File: src/hdl/fdw_pkg.sv
// types and constants shared by the fat32 directory walker modules
`default_nettype none
package fdw_pkg;

   typedef enum logic [1:0] {
      CMD_START = 2'd0,
      CMD_ENTRY = 2'd1,
      CMD_FAT   = 2'd2,
      CMD_FAIL  = 2'd3
   } cmd_type;

   typedef enum logic [2:0] {
      KIND_READ = 3'd0,
      KIND_FILE = 3'd1,
      KIND_FAT  = 3'd2,
      KIND_END  = 3'd3,
      KIND_ERR  = 3'd4
   } kind_type;

   typedef enum logic [1:0] {
      PH_IDLE    = 2'd0,
      PH_ENTRIES = 2'd1,
      PH_FAT     = 2'd2
   } phase_type;

   localparam logic [2:0] CSR_FIRST_FAT_SECTOR    = 3'd0;
   localparam logic [2:0] CSR_FAT_SECTOR_COUNT    = 3'd1;
   localparam logic [2:0] CSR_FIRST_DATA_SECTOR   = 3'd2;
   localparam logic [2:0] CSR_SECTORS_PER_CLUSTER = 3'd3;
   localparam logic [2:0] CSR_ROOT_CLUSTER        = 3'd4;

   localparam logic [31:0] EOC_MASK     = 32'h0FFF_FFF8;
   localparam logic [7:0]  ATTR_LFN     = 8'h0F;
   localparam logic [7:0]  ATTR_VOLUME  = 8'h08;
   localparam logic [7:0]  ATTR_DIR     = 8'h10;
   localparam logic [7:0]  NAME_DELETED = 8'hE5;
   localparam logic [7:0]  NAME_FREE    = 8'h00;

   // 128 fat words per 512 byte sector
   localparam int FAT_SHIFT = 7;

   typedef struct packed {
      cmd_type     cmd;
      logic        keep;
      logic        is_dir;
      logic        eoc;
      logic [31:0] cluster;
      logic [31:0] size;
   } op_type;

   typedef struct packed {
      kind_type    kind;
      logic [31:0] read_lba;
      logic [6:0]  fat_index;
      logic        dir_flag;
      logic [31:0] file_cluster;
      logic [31:0] file_size;
      logic        last;
   } rsp_type;

endpackage
`default_nettype wire

File: src/hdl/fdw_fifo.sv
// small generic register queue with registered storage
`default_nettype none
module fdw_fifo #(
   parameter int WIDTH = 8,
   parameter int DEPTH = 2
) (
   input  wire logic             clock,
   input  wire logic             reset,
   input  wire logic             push_valid,
   output logic                  push_ready,
   input  wire logic [WIDTH-1:0] push_data,
   output logic                  pop_valid,
   input  wire logic             pop_ready,
   output logic [WIDTH-1:0]      pop_data
);

   localparam int AW = (DEPTH > 1) ? $clog2(DEPTH) : 1;
   localparam int CW = $clog2(DEPTH + 1);

   logic [WIDTH-1:0] mem_ff [DEPTH];
   logic [AW-1:0]    wr_ptr_ff, wr_ptr_in;
   logic [AW-1:0]    rd_ptr_ff, rd_ptr_in;
   logic [CW-1:0]    count_ff, count_in;
   logic             do_push, do_pop;

   assign push_ready = (count_ff != CW'(DEPTH));
   assign pop_valid  = (count_ff != '0);
   assign pop_data   = mem_ff[rd_ptr_ff];
   assign do_push    = push_valid && push_ready;
   assign do_pop     = pop_valid && pop_ready;

   always_comb begin
      wr_ptr_in = wr_ptr_ff;
      rd_ptr_in = rd_ptr_ff;
      count_in  = count_ff;
      if (do_push) begin
         wr_ptr_in = (wr_ptr_ff == AW'(DEPTH - 1)) ? '0 : wr_ptr_ff + 1'b1;
      end
      if (do_pop) begin
         rd_ptr_in = (rd_ptr_ff == AW'(DEPTH - 1)) ? '0 : rd_ptr_ff + 1'b1;
      end
      if (do_push && !do_pop) begin
         count_in = count_ff + 1'b1;
      end else if (!do_push && do_pop) begin
         count_in = count_ff - 1'b1;
      end
   end

   always_ff @(posedge clock) begin
      if (reset) begin
         wr_ptr_ff <= '0;
         rd_ptr_ff <= '0;
         count_ff  <= '0;
      end else begin
         wr_ptr_ff <= wr_ptr_in;
         rd_ptr_ff <= rd_ptr_in;
         count_ff  <= count_in;
      end
   end

   always_ff @(posedge clock) begin
      if (do_push) begin
         mem_ff[wr_ptr_ff] <= push_data;
      end
   end

endmodule
`default_nettype wire

File: src/hdl/fdw_front.sv
// front end: decodes incoming words into queued operations and marks which entries to keep
`default_nettype none
module fdw_front
   import fdw_pkg::*;
(
   input  wire logic [1:0]   req_tuser,
   input  wire logic [111:0] req_tdata,
   output op_type            op
);

   logic [7:0]  attr;
   logic [7:0]  name0;
   logic [31:0] ecl;
   logic [31:0] esz;
   logic [31:0] fv;

   assign attr  = req_tdata[7:0];
   assign name0 = req_tdata[15:8];
   assign ecl   = req_tdata[47:16];
   assign esz   = req_tdata[79:48];
   assign fv    = req_tdata[111:80];

   always_comb begin
      op.cmd     = cmd_type'(req_tuser);
      op.keep    = ((attr & ATTR_LFN) != ATTR_LFN) && ((attr & ATTR_VOLUME) == '0)
                   && (name0 != NAME_FREE) && (name0 != NAME_DELETED);
      op.is_dir  = ((attr & ATTR_DIR) != '0);
      op.eoc     = ((fv & EOC_MASK) == EOC_MASK);
      op.cluster = (op.cmd == CMD_FAT) ? fv : ecl;
      op.size    = esz;
   end

endmodule
`default_nettype wire

File: src/hdl/fdw_back.sv
// back end: walk state machine, config registers and two-word result buffer
`default_nettype none
module fdw_back
   import fdw_pkg::*;
#(
   parameter int ENTRIES_PER_SECTOR = 16
) (
   input  wire logic        clock,
   input  wire logic        reset,
   input  wire logic        op_valid,
   output logic             op_ready,
   input  wire op_type      op,
   input  wire logic        csr_we,
   input  wire logic [2:0]  csr_index,
   input  wire logic [31:0] csr_wdata,
   output logic             rsp_valid,
   input  wire logic        rsp_ready,
   output rsp_type          rsp
);

   localparam int EW = $clog2(ENTRIES_PER_SECTOR + 1);

   logic [31:0] ffs_ff, fsc_ff, fds_ff;
   logic [7:0]  spc_ff;
   logic [27:0] root_ff;

   phase_type   phase_ff, phase_in;
   logic [31:0] cur_ff, cur_in;
   logic [31:0] next_ff, next_in;
   logic [7:0]  left_ff, left_in;
   logic [EW-1:0] idx_ff, idx_in;

   rsp_type     slot0_ff, slot1_ff;
   logic [1:0]  cnt_ff;

   rsp_type     res_file, res_req, r0, r1;
   logic        has_file, has_req, load_read, take, fire;
   logic [31:0] ld_cl, ld_next, fat_offs;
   logic [39:0] ld_prod;
   logic [7:0]  spc_dec, left_dec;
   logic [EW-1:0] idx_inc;
   logic [1:0]  n_res;

   function automatic rsp_type mk(kind_type k, logic [31:0] a, logic [6:0] i,
                                  logic d, logic [31:0] c, logic [31:0] s);
      rsp_type r;
      r.kind         = k;
      r.read_lba     = a;
      r.fat_index    = i;
      r.dir_flag     = d;
      r.file_cluster = c;
      r.file_size    = s;
      r.last         = 1'b0;
      return r;
   endfunction

   assign rsp_valid = (cnt_ff != 2'd0);
   assign rsp       = slot0_ff;
   assign fire      = rsp_valid && rsp_ready;
   assign op_ready  = (cnt_ff == 2'd0) || ((cnt_ff == 2'd1) && rsp_ready);
   assign take      = op_valid && op_ready;

   always_comb begin
      phase_in  = phase_ff;
      cur_in    = cur_ff;
      next_in   = next_ff;
      left_in   = left_ff;
      idx_in    = idx_ff;
      has_file  = 1'b0;
      has_req   = 1'b0;
      load_read = 1'b0;
      res_req   = mk(KIND_ERR, '0, '0, 1'b0, '0, '0);
      res_file  = mk(KIND_FILE, '0, '0, op.is_dir, op.cluster, op.size);
      ld_cl     = (op.cmd == CMD_START) ? {4'b0, root_ff} : op.cluster;
      ld_prod   = (ld_cl - 32'd2) * spc_ff;
      ld_next   = fds_ff + ld_prod[31:0];
      spc_dec   = spc_ff - 8'd1;
      left_dec  = left_ff - 8'd1;
      idx_inc   = idx_ff + 1'b1;
      fat_offs  = {{FAT_SHIFT{1'b0}}, cur_ff[31:FAT_SHIFT]};

      case (op.cmd)
         CMD_START: begin
            cur_in    = ld_cl;
            load_read = 1'b1;
         end
         CMD_ENTRY: begin
            if (phase_ff == PH_ENTRIES) begin
               idx_in   = idx_inc;
               has_file = op.keep;
               if (idx_inc >= EW'(ENTRIES_PER_SECTOR)) begin
                  has_req = 1'b1;
                  if (left_ff == '0) begin
                     if (cur_ff < {4'b0, root_ff} || fat_offs >= fsc_ff) begin
                        phase_in = PH_IDLE;
                     end else begin
                        res_req  = mk(KIND_FAT, ffs_ff + fat_offs,
                                      cur_ff[FAT_SHIFT-1:0], 1'b0, '0, '0);
                        phase_in = PH_FAT;
                     end
                  end else begin
                     res_req = mk(KIND_READ, next_ff, '0, 1'b0, '0, '0);
                     left_in = left_dec;
                     next_in = (left_dec != '0) ? next_ff + 32'd1 : next_ff;
                     idx_in  = '0;
                  end
               end
            end
         end
         CMD_FAT: begin
            if (phase_ff == PH_FAT) begin
               cur_in = op.cluster;
               if (op.eoc) begin
                  has_req  = 1'b1;
                  res_req  = mk(KIND_END, '0, '0, 1'b0, '0, '0);
                  phase_in = PH_IDLE;
               end else begin
                  load_read = 1'b1;
               end
            end
         end
         CMD_FAIL: begin
            if (phase_ff != PH_IDLE) begin
               has_req  = 1'b1;
               phase_in = PH_IDLE;
            end
         end
         default: begin
         end
      endcase

      if (load_read) begin
         has_req = 1'b1;
         left_in = spc_ff;
         next_in = ld_next;
         if (spc_ff == '0) begin
            phase_in = PH_IDLE;
         end else begin
            res_req  = mk(KIND_READ, ld_next, '0, 1'b0, '0, '0);
            left_in  = spc_dec;
            next_in  = (spc_dec != '0) ? ld_next + 32'd1 : ld_next;
            idx_in   = '0;
            phase_in = PH_ENTRIES;
         end
      end

      res_file.last = !has_req;
      res_req.last  = 1'b1;
      r0    = has_file ? res_file : res_req;
      r1    = res_req;
      n_res = {1'b0, has_file} + {1'b0, has_req};
   end

   always_ff @(posedge clock) begin
      if (reset) begin
         phase_ff <= PH_IDLE;
         cur_ff   <= '0;
         next_ff  <= '0;
         left_ff  <= '0;
         idx_ff   <= '0;
      end else if (take) begin
         phase_ff <= phase_in;
         cur_ff   <= cur_in;
         next_ff  <= next_in;
         left_ff  <= left_in;
         idx_ff   <= idx_in;
      end
   end

   always_ff @(posedge clock) begin
      if (reset) begin
         ffs_ff  <= '0;
         fsc_ff  <= '0;
         fds_ff  <= '0;
         spc_ff  <= 8'd1;
         root_ff <= 28'd2;
      end else if (csr_we) begin
         case (csr_index)
            CSR_FIRST_FAT_SECTOR:    ffs_ff  <= csr_wdata;
            CSR_FAT_SECTOR_COUNT:    fsc_ff  <= csr_wdata;
            CSR_FIRST_DATA_SECTOR:   fds_ff  <= csr_wdata;
            CSR_SECTORS_PER_CLUSTER: spc_ff  <= csr_wdata[7:0];
            CSR_ROOT_CLUSTER:        root_ff <= csr_wdata[27:0];
            default: begin
            end
         endcase
      end
   end

   always_ff @(posedge clock) begin
      if (reset) begin
         cnt_ff <= 2'd0;
      end else if (take) begin
         cnt_ff <= n_res;
      end else if (fire) begin
         cnt_ff <= cnt_ff - 2'd1;
      end
   end

   always_ff @(posedge clock) begin
      if (take) begin
         slot0_ff <= r0;
         slot1_ff <= r1;
      end else if (fire) begin
         slot0_ff <= slot1_ff;
      end
   end

endmodule
`default_nettype wire

File: src/hdl/fat32_directory_walker_unit.sv
// top level of the fat32 directory walker
//
//   channel | ports        | tuser          | tdata / data
//   in      | req_t*       | [1:0] cmd      | see port comment
//   out     | rsp_t*       | [2:0] kind     | see port comment, tlast = last
//   config  | csr_*        | -              | csr_index selects register
//
// one word is accepted per cycle while the queue has room; it is stored in
// the queue, and when the back end takes it its results are registered in
// the result buffer, from which the first result is offered. a word giving
// a file entry plus a request holds the back end while both of its results
// wait in that buffer. the data sector address uses one 32x8 multiply in the
// back end. reset is synchronous and returns the walk to idle with the
// default register values. either side may stall freely.
`default_nettype none
module fat32_directory_walker_unit
   import fdw_pkg::*;
#(
   parameter int ENTRIES_PER_SECTOR = 16,
   parameter int QUEUE_DEPTH        = 2
) (
   input  wire logic         clock,
   input  wire logic         reset,
   input  wire logic         req_tvalid,
   output logic              req_tready,
   // entry_attributes, entry_name_first, entry_cluster, entry_size, fat_value
   input  wire logic [111:0] req_tdata,
   // cmd
   input  wire logic [1:0]   req_tuser,
   output logic              rsp_tvalid,
   input  wire logic         rsp_tready,
   // read_lba, fat_index, dir_flag, file_cluster, file_size
   output logic [103:0]      rsp_tdata,
   // kind
   output logic [2:0]        rsp_tuser,
   output logic              rsp_tlast,
   input  wire logic         csr_we,
   input  wire logic [2:0]   csr_index,
   input  wire logic [31:0]  csr_wdata
);

   op_type  op_push, op_pop;
   logic    op_valid, op_ready;
   rsp_type rsp;

   fdw_front u_front (
      .req_tuser (req_tuser),
      .req_tdata (req_tdata),
      .op        (op_push)
   );

   fdw_fifo #(
      .WIDTH ($bits(op_type)),
      .DEPTH (QUEUE_DEPTH)
   ) u_queue (
      .clock      (clock),
      .reset      (reset),
      .push_valid (req_tvalid),
      .push_ready (req_tready),
      .push_data  (op_push),
      .pop_valid  (op_valid),
      .pop_ready  (op_ready),
      .pop_data   (op_pop)
   );

   fdw_back #(
      .ENTRIES_PER_SECTOR (ENTRIES_PER_SECTOR)
   ) u_back (
      .clock     (clock),
      .reset     (reset),
      .op_valid  (op_valid),
      .op_ready  (op_ready),
      .op        (op_pop),
      .csr_we    (csr_we),
      .csr_index (csr_index),
      .csr_wdata (csr_wdata),
      .rsp_valid (rsp_tvalid),
      .rsp_ready (rsp_tready),
      .rsp       (rsp)
   );

   assign rsp_tdata = {rsp.file_size, rsp.file_cluster, rsp.dir_flag,
                       rsp.fat_index, rsp.read_lba};
   assign rsp_tuser = rsp.kind;
   assign rsp_tlast = rsp.last;

endmodule
`default_nettype wire
File: config.mk
export PLATFORM = sky130hd
export DESIGN_NAME = fat32_directory_walker_unit
export DESIGN_NICKNAME = d
export VERILOG_FILES = /design/src/hdl/fdw_pkg.sv /design/src/hdl/fdw_fifo.sv /design/src/hdl/fdw_front.sv /design/src/hdl/fdw_back.sv /design/src/hdl/fat32_directory_walker_unit.sv
export SDC_FILE = /design/constraint.sdc
export NUM_CORES = 2
export LEC_CHECK = 0
export BUFFER_PORTS_ARGS = -buffer_cell sky130_fd_sc_hd__buf_2
export CAP_MARGIN = 25
export CORE_MARGIN = 8
export CORE_UTILIZATION = 35
export CTS_CLUSTER_DIAMETER = 30
export CTS_CLUSTER_SIZE = 30
export DETAILED_ROUTE_END_ITERATION = 6
export GPL_ROUTABILITY_DRIVEN = 0
export SLEW_MARGIN = 5
export SYNTH_ARGS = -nofsm -noshare
export SYNTH_HDL_FRONTEND = slang
export SYNTH_HIERARCHICAL = 1
export SYNTH_SLANG_ARGS = --single-unit
File: constraint.sdc
create_clock -name clock -period 14 [get_ports clock]
set_input_delay 3.5 -clock clock [delete_from_list [all_inputs] [get_ports clock]]
set_output_delay 3.5 -clock clock [all_outputs]
set_load 0.005 [all_outputs]
==> impl_results.md <==
- Overall power: between 0.007 and 0.008 W
- First-pass GRT wire length: 161,000 µm
- Post-synthesis instance area: 34,000 µm²
- DP Wirelength: 79,300 µm
- Worst hold-check path type: flip-flop to flip-flop
- Worst vdd rail ir drop: 0.159 mV
- Worst path most repeated cell: fa_1
- Slowest CP cell: buf_4
- Sort of element at the end of the critical path: flip-flop
- Initial DRC count: 2,329
- First-pass iteration count of the detailed router: 6
- Vert. Die Dim: roughly 330 µm
- Worst setup path category: flip-flop to flip-flop
- Starting density of the core: 0.352
- Register bit count reported by yosys: 506
- Post-Syn Instances: 3,533
- # hold bufs at CTS: 0
- Logic depth of the worst register-to-register path: 33
- Final-report max-slew violation count: 0
- Placed cell count: about 4,900
- Largest net degree at the start of global routing: 96
- Clock insertion delay at the later pin of the skew report: 0.71 ns
- Cells on Worst Hold Path: 2
- Leading cell type in the layout, fill and taps excluded: nand2_1
- Routed length per placed instance: 20.9 µm
- Slack of the worst reg-to-reg path: 3.02 ns
- Clock-pin slew on the worst setup and hold paths: 0.05 ns
- Post-synth top flop: edfxtp_1
- TritonCTS clock tree: done
- Total die area: 107,000 µm²
- Number of inserted filler cells in the final layout: 9,406
- Relative slew slack: 0.260
- Final period utilization: 0.784
- Clock tree sinks: just over 500
- Maximum capacitance violations: 0
- CTS root buf: clkbuf_16
- Most frequent cells in the layout: nand2_1, inv_1, edfxtp_1
- Fraction of layout cells with a size suffix above 1: 0.179
- Number of instances resized during post-cts repair: 0
- CP Data Arrival Time: 11.60 ns
- Count of synthesis-stage warnings from yosys: 6
- I/O pin cnt: 264
- Max Root-Sink Buffers: 3
- Number of hold-slack violations in the final timing report: 0
- Worst r2r dst: u_back/next_ff[29]$_SDFFE_PP0P_
- Power Density: about 200 nW/µm²
- Hold Crit Endpoint: u_back/fsc_ff[28]$_SDFFE_PP0P_
- Unique cell type count in the Yosys netlist: between 100 and 150
- Post-route DRC violation count: 0
- Non-filler cells in the finished layout: 5,122
- Final WL: 107,000 µm
- Antenna-violating nets left: 0
- Number of nets in the finished design: 4,243
- Post-Syn Area per Cell: roughly 9.6 µm²
- Via count of the first global-routing pass: 26,400
- Status: finished clean
- FP Rows: 114
- Fraction of registers with async set/reset: 0
- Global-route usage over all layers: 0.194
- Transition time at the pin with the least slew margin: 1.10 ns
- Post-route core utilization: 0.419
- Post-layout worst setup margin: around 3.0 ns
- RSZ-0062 raised after global routing: false
- Overflow left after global routing: 0
- Chip Width: 328 µm
- Static power due to leakage: 16.7 nW
- Final total negative setup slack: 0 ns
- Worst clock skew: roughly 0.063 ns
- Number of clock buffers inserted by TritonCTS: ~120
- Number of port buffers: approximately 260
- Sequential fraction of the synthesis area: 0.383
- Maximum single-stage delay on the critical path: approximately 0.65 ns
- Final min period: 10.98 ns
- Required @ worst endpoint: between 10 and 15 ns
- Number of H-tree branching levels: 3
- Number of enable flip-flop cells after synthesis: 288
- Routed vias/inst: approximately 5.3
- Net count of the mapped netlist: 4,036
- Hold path startpoint: u_back/fsc_ff[28]$_SDFFE_PP0P_
- Count of vias placed by the detailed router: 26,900
- Crit path max fanout: 68
- Final-report setup violation count: 0
- Area growth from synthesis to layout: 19.1%
- Post-Place Setup Slack: 3.11 ns
- Element type at the critical path start: flip-flop
- Placeable core region: 96,600 µm²
- Max Clk Rate: 0.0911 GHz
- Antenna violations before repair: 17
- Total setup buffers inserted after CTS: 0
-- worst max-delay path by stage --
stage,startpoint,depth (start not counted),slack [ns],to
after floorplan,flip-flop,42,3.79,u_back/next_ff[29]$_SDFFE_PP0P_
after global placement,flip-flop,33,3.05,u_back/next_ff[29]$_SDFFE_PP0P_
after detailed placement,flip-flop,33,3.11,u_back/next_ff[29]$_SDFFE_PP0P_
after CTS,flip-flop,33,3.06,u_back/next_ff[29]$_SDFFE_PP0P_
after global routing,flip-flop,34,2.33,u_back/next_ff[29]$_SDFFE_PP0P_
final,flip-flop,33,3.02,u_back/next_ff[29]$_SDFFE_PP0P_
-- metal layers --
metal / vias up / global-route usage / part of all wire
met1: 13000 / 0.262 / 0.44
met3: 243 / 0.0493 / 0.081
li1: 12700 / - / -
met4: 10 / 0.0814 / 0.045
met5: - / 0 / 0.00061
met2: 961 / 0.293 / 0.43
-- Yosys cell counts, drive strengths merged, types with 54 or more instances --
cell type | number | area [µm²]
nand2 | 499 | 1870
inv | 308 | 1160
edfxtp | 288 | 8650
a21oi | 276 | 1380
dfxtp | 218 | 4360
nor2 | 192 | 721
fa | 184 | 3680
ha | 165 | 2060
clkbuf | 151 | 617
o21ai | 130 | 666
and2 | 115 | 719
mux2 | 103 | 1200
xnor2 | 86 | 753
and3 | 83 | 519
nand3 | 65 | 330
buf | 57 | 404
a211oi | 54 | 410
-- registers in the layout, summed over array words and instances (netlist names), named ones only --
register and flops:
u_back/cnt_ff 2, u_back/cur_ff 32, u_back/fds_ff 32, u_back/ffs_ff 32, u_back/fsc_ff 32, u_back/idx_ff 5, u_back/left_ff 8, u_back/next_ff 32
u_back/phase_ff 2, u_back/root_ff 28, u_back/rsp 108, u_back/slot1_ff 42, u_back/spc_ff 8, u_queue/count_ff 2, u_queue/mem_ff 138, u_queue/rd_ptr_ff 1
u_queue/wr_ptr_ff 1
-- metrics by stage --
step	hold WS [ns]	instance area [µm²]
2_1_floorplan	0.431	34000
3_3_place_gp	0.441	36200
3_5_place_dp	0.446	36300
4_1_cts	0.453	40500
5_1_grt	0.468	40500
6_report	0.452	40500
-- power breakdown --
group	switching [W]	total [W]	internal [W]	leakage (nW)
Clock	0.000982	0.00287	0.00189	2.00
Sequential	0.000160	0.00215	0.00199	4.54
Combinational	0.00189	0.00293	0.00104	10.1
-- cell type report --
class | count | area [µm²] | share of cell area
multi-input cells | 2510 | 18900 | 0.466
flip-flops and latches | 506 | 13000 | 0.321
well taps | 1276 | 1600 | 0.0394
clock buffers | 122 | 2930 | 0.0724
clock inverters | 98 | 1290 | 0.0318
repair buffers | 299 | 1630 | 0.0402
inverters | 308 | 1160 | 0.0286
diodes | 3 | 7.51 | 0.000185
-- cell families after synthesis --
logic type,share of synthesized area
buf+inv,0.0650
flops,0.383
compound gates,0.131
fa+ha+maj,0.169
mux,0.0429
xor+xnor,0.0352
simple gates,0.175
-- worst max-delay path: cells and delay by family (launching register included) --
| family | cells | cell delay, ns |
|---|---|---|
| AO/OA/AOI/OAI | 7 | 2.01 |
| XOR/XNOR | 1 | 0.07 |
| adder cells (fa/ha/maj) | 7 | 3.15 |
| buffers and inverters | 5 | 0.89 |
| flip-flops | 1 | 0.64 |
| multiplexers | 2 | 0.86 |
| AND/OR/NAND/NOR | 11 | 3.20 |
(Power assumes the default switching activity.)
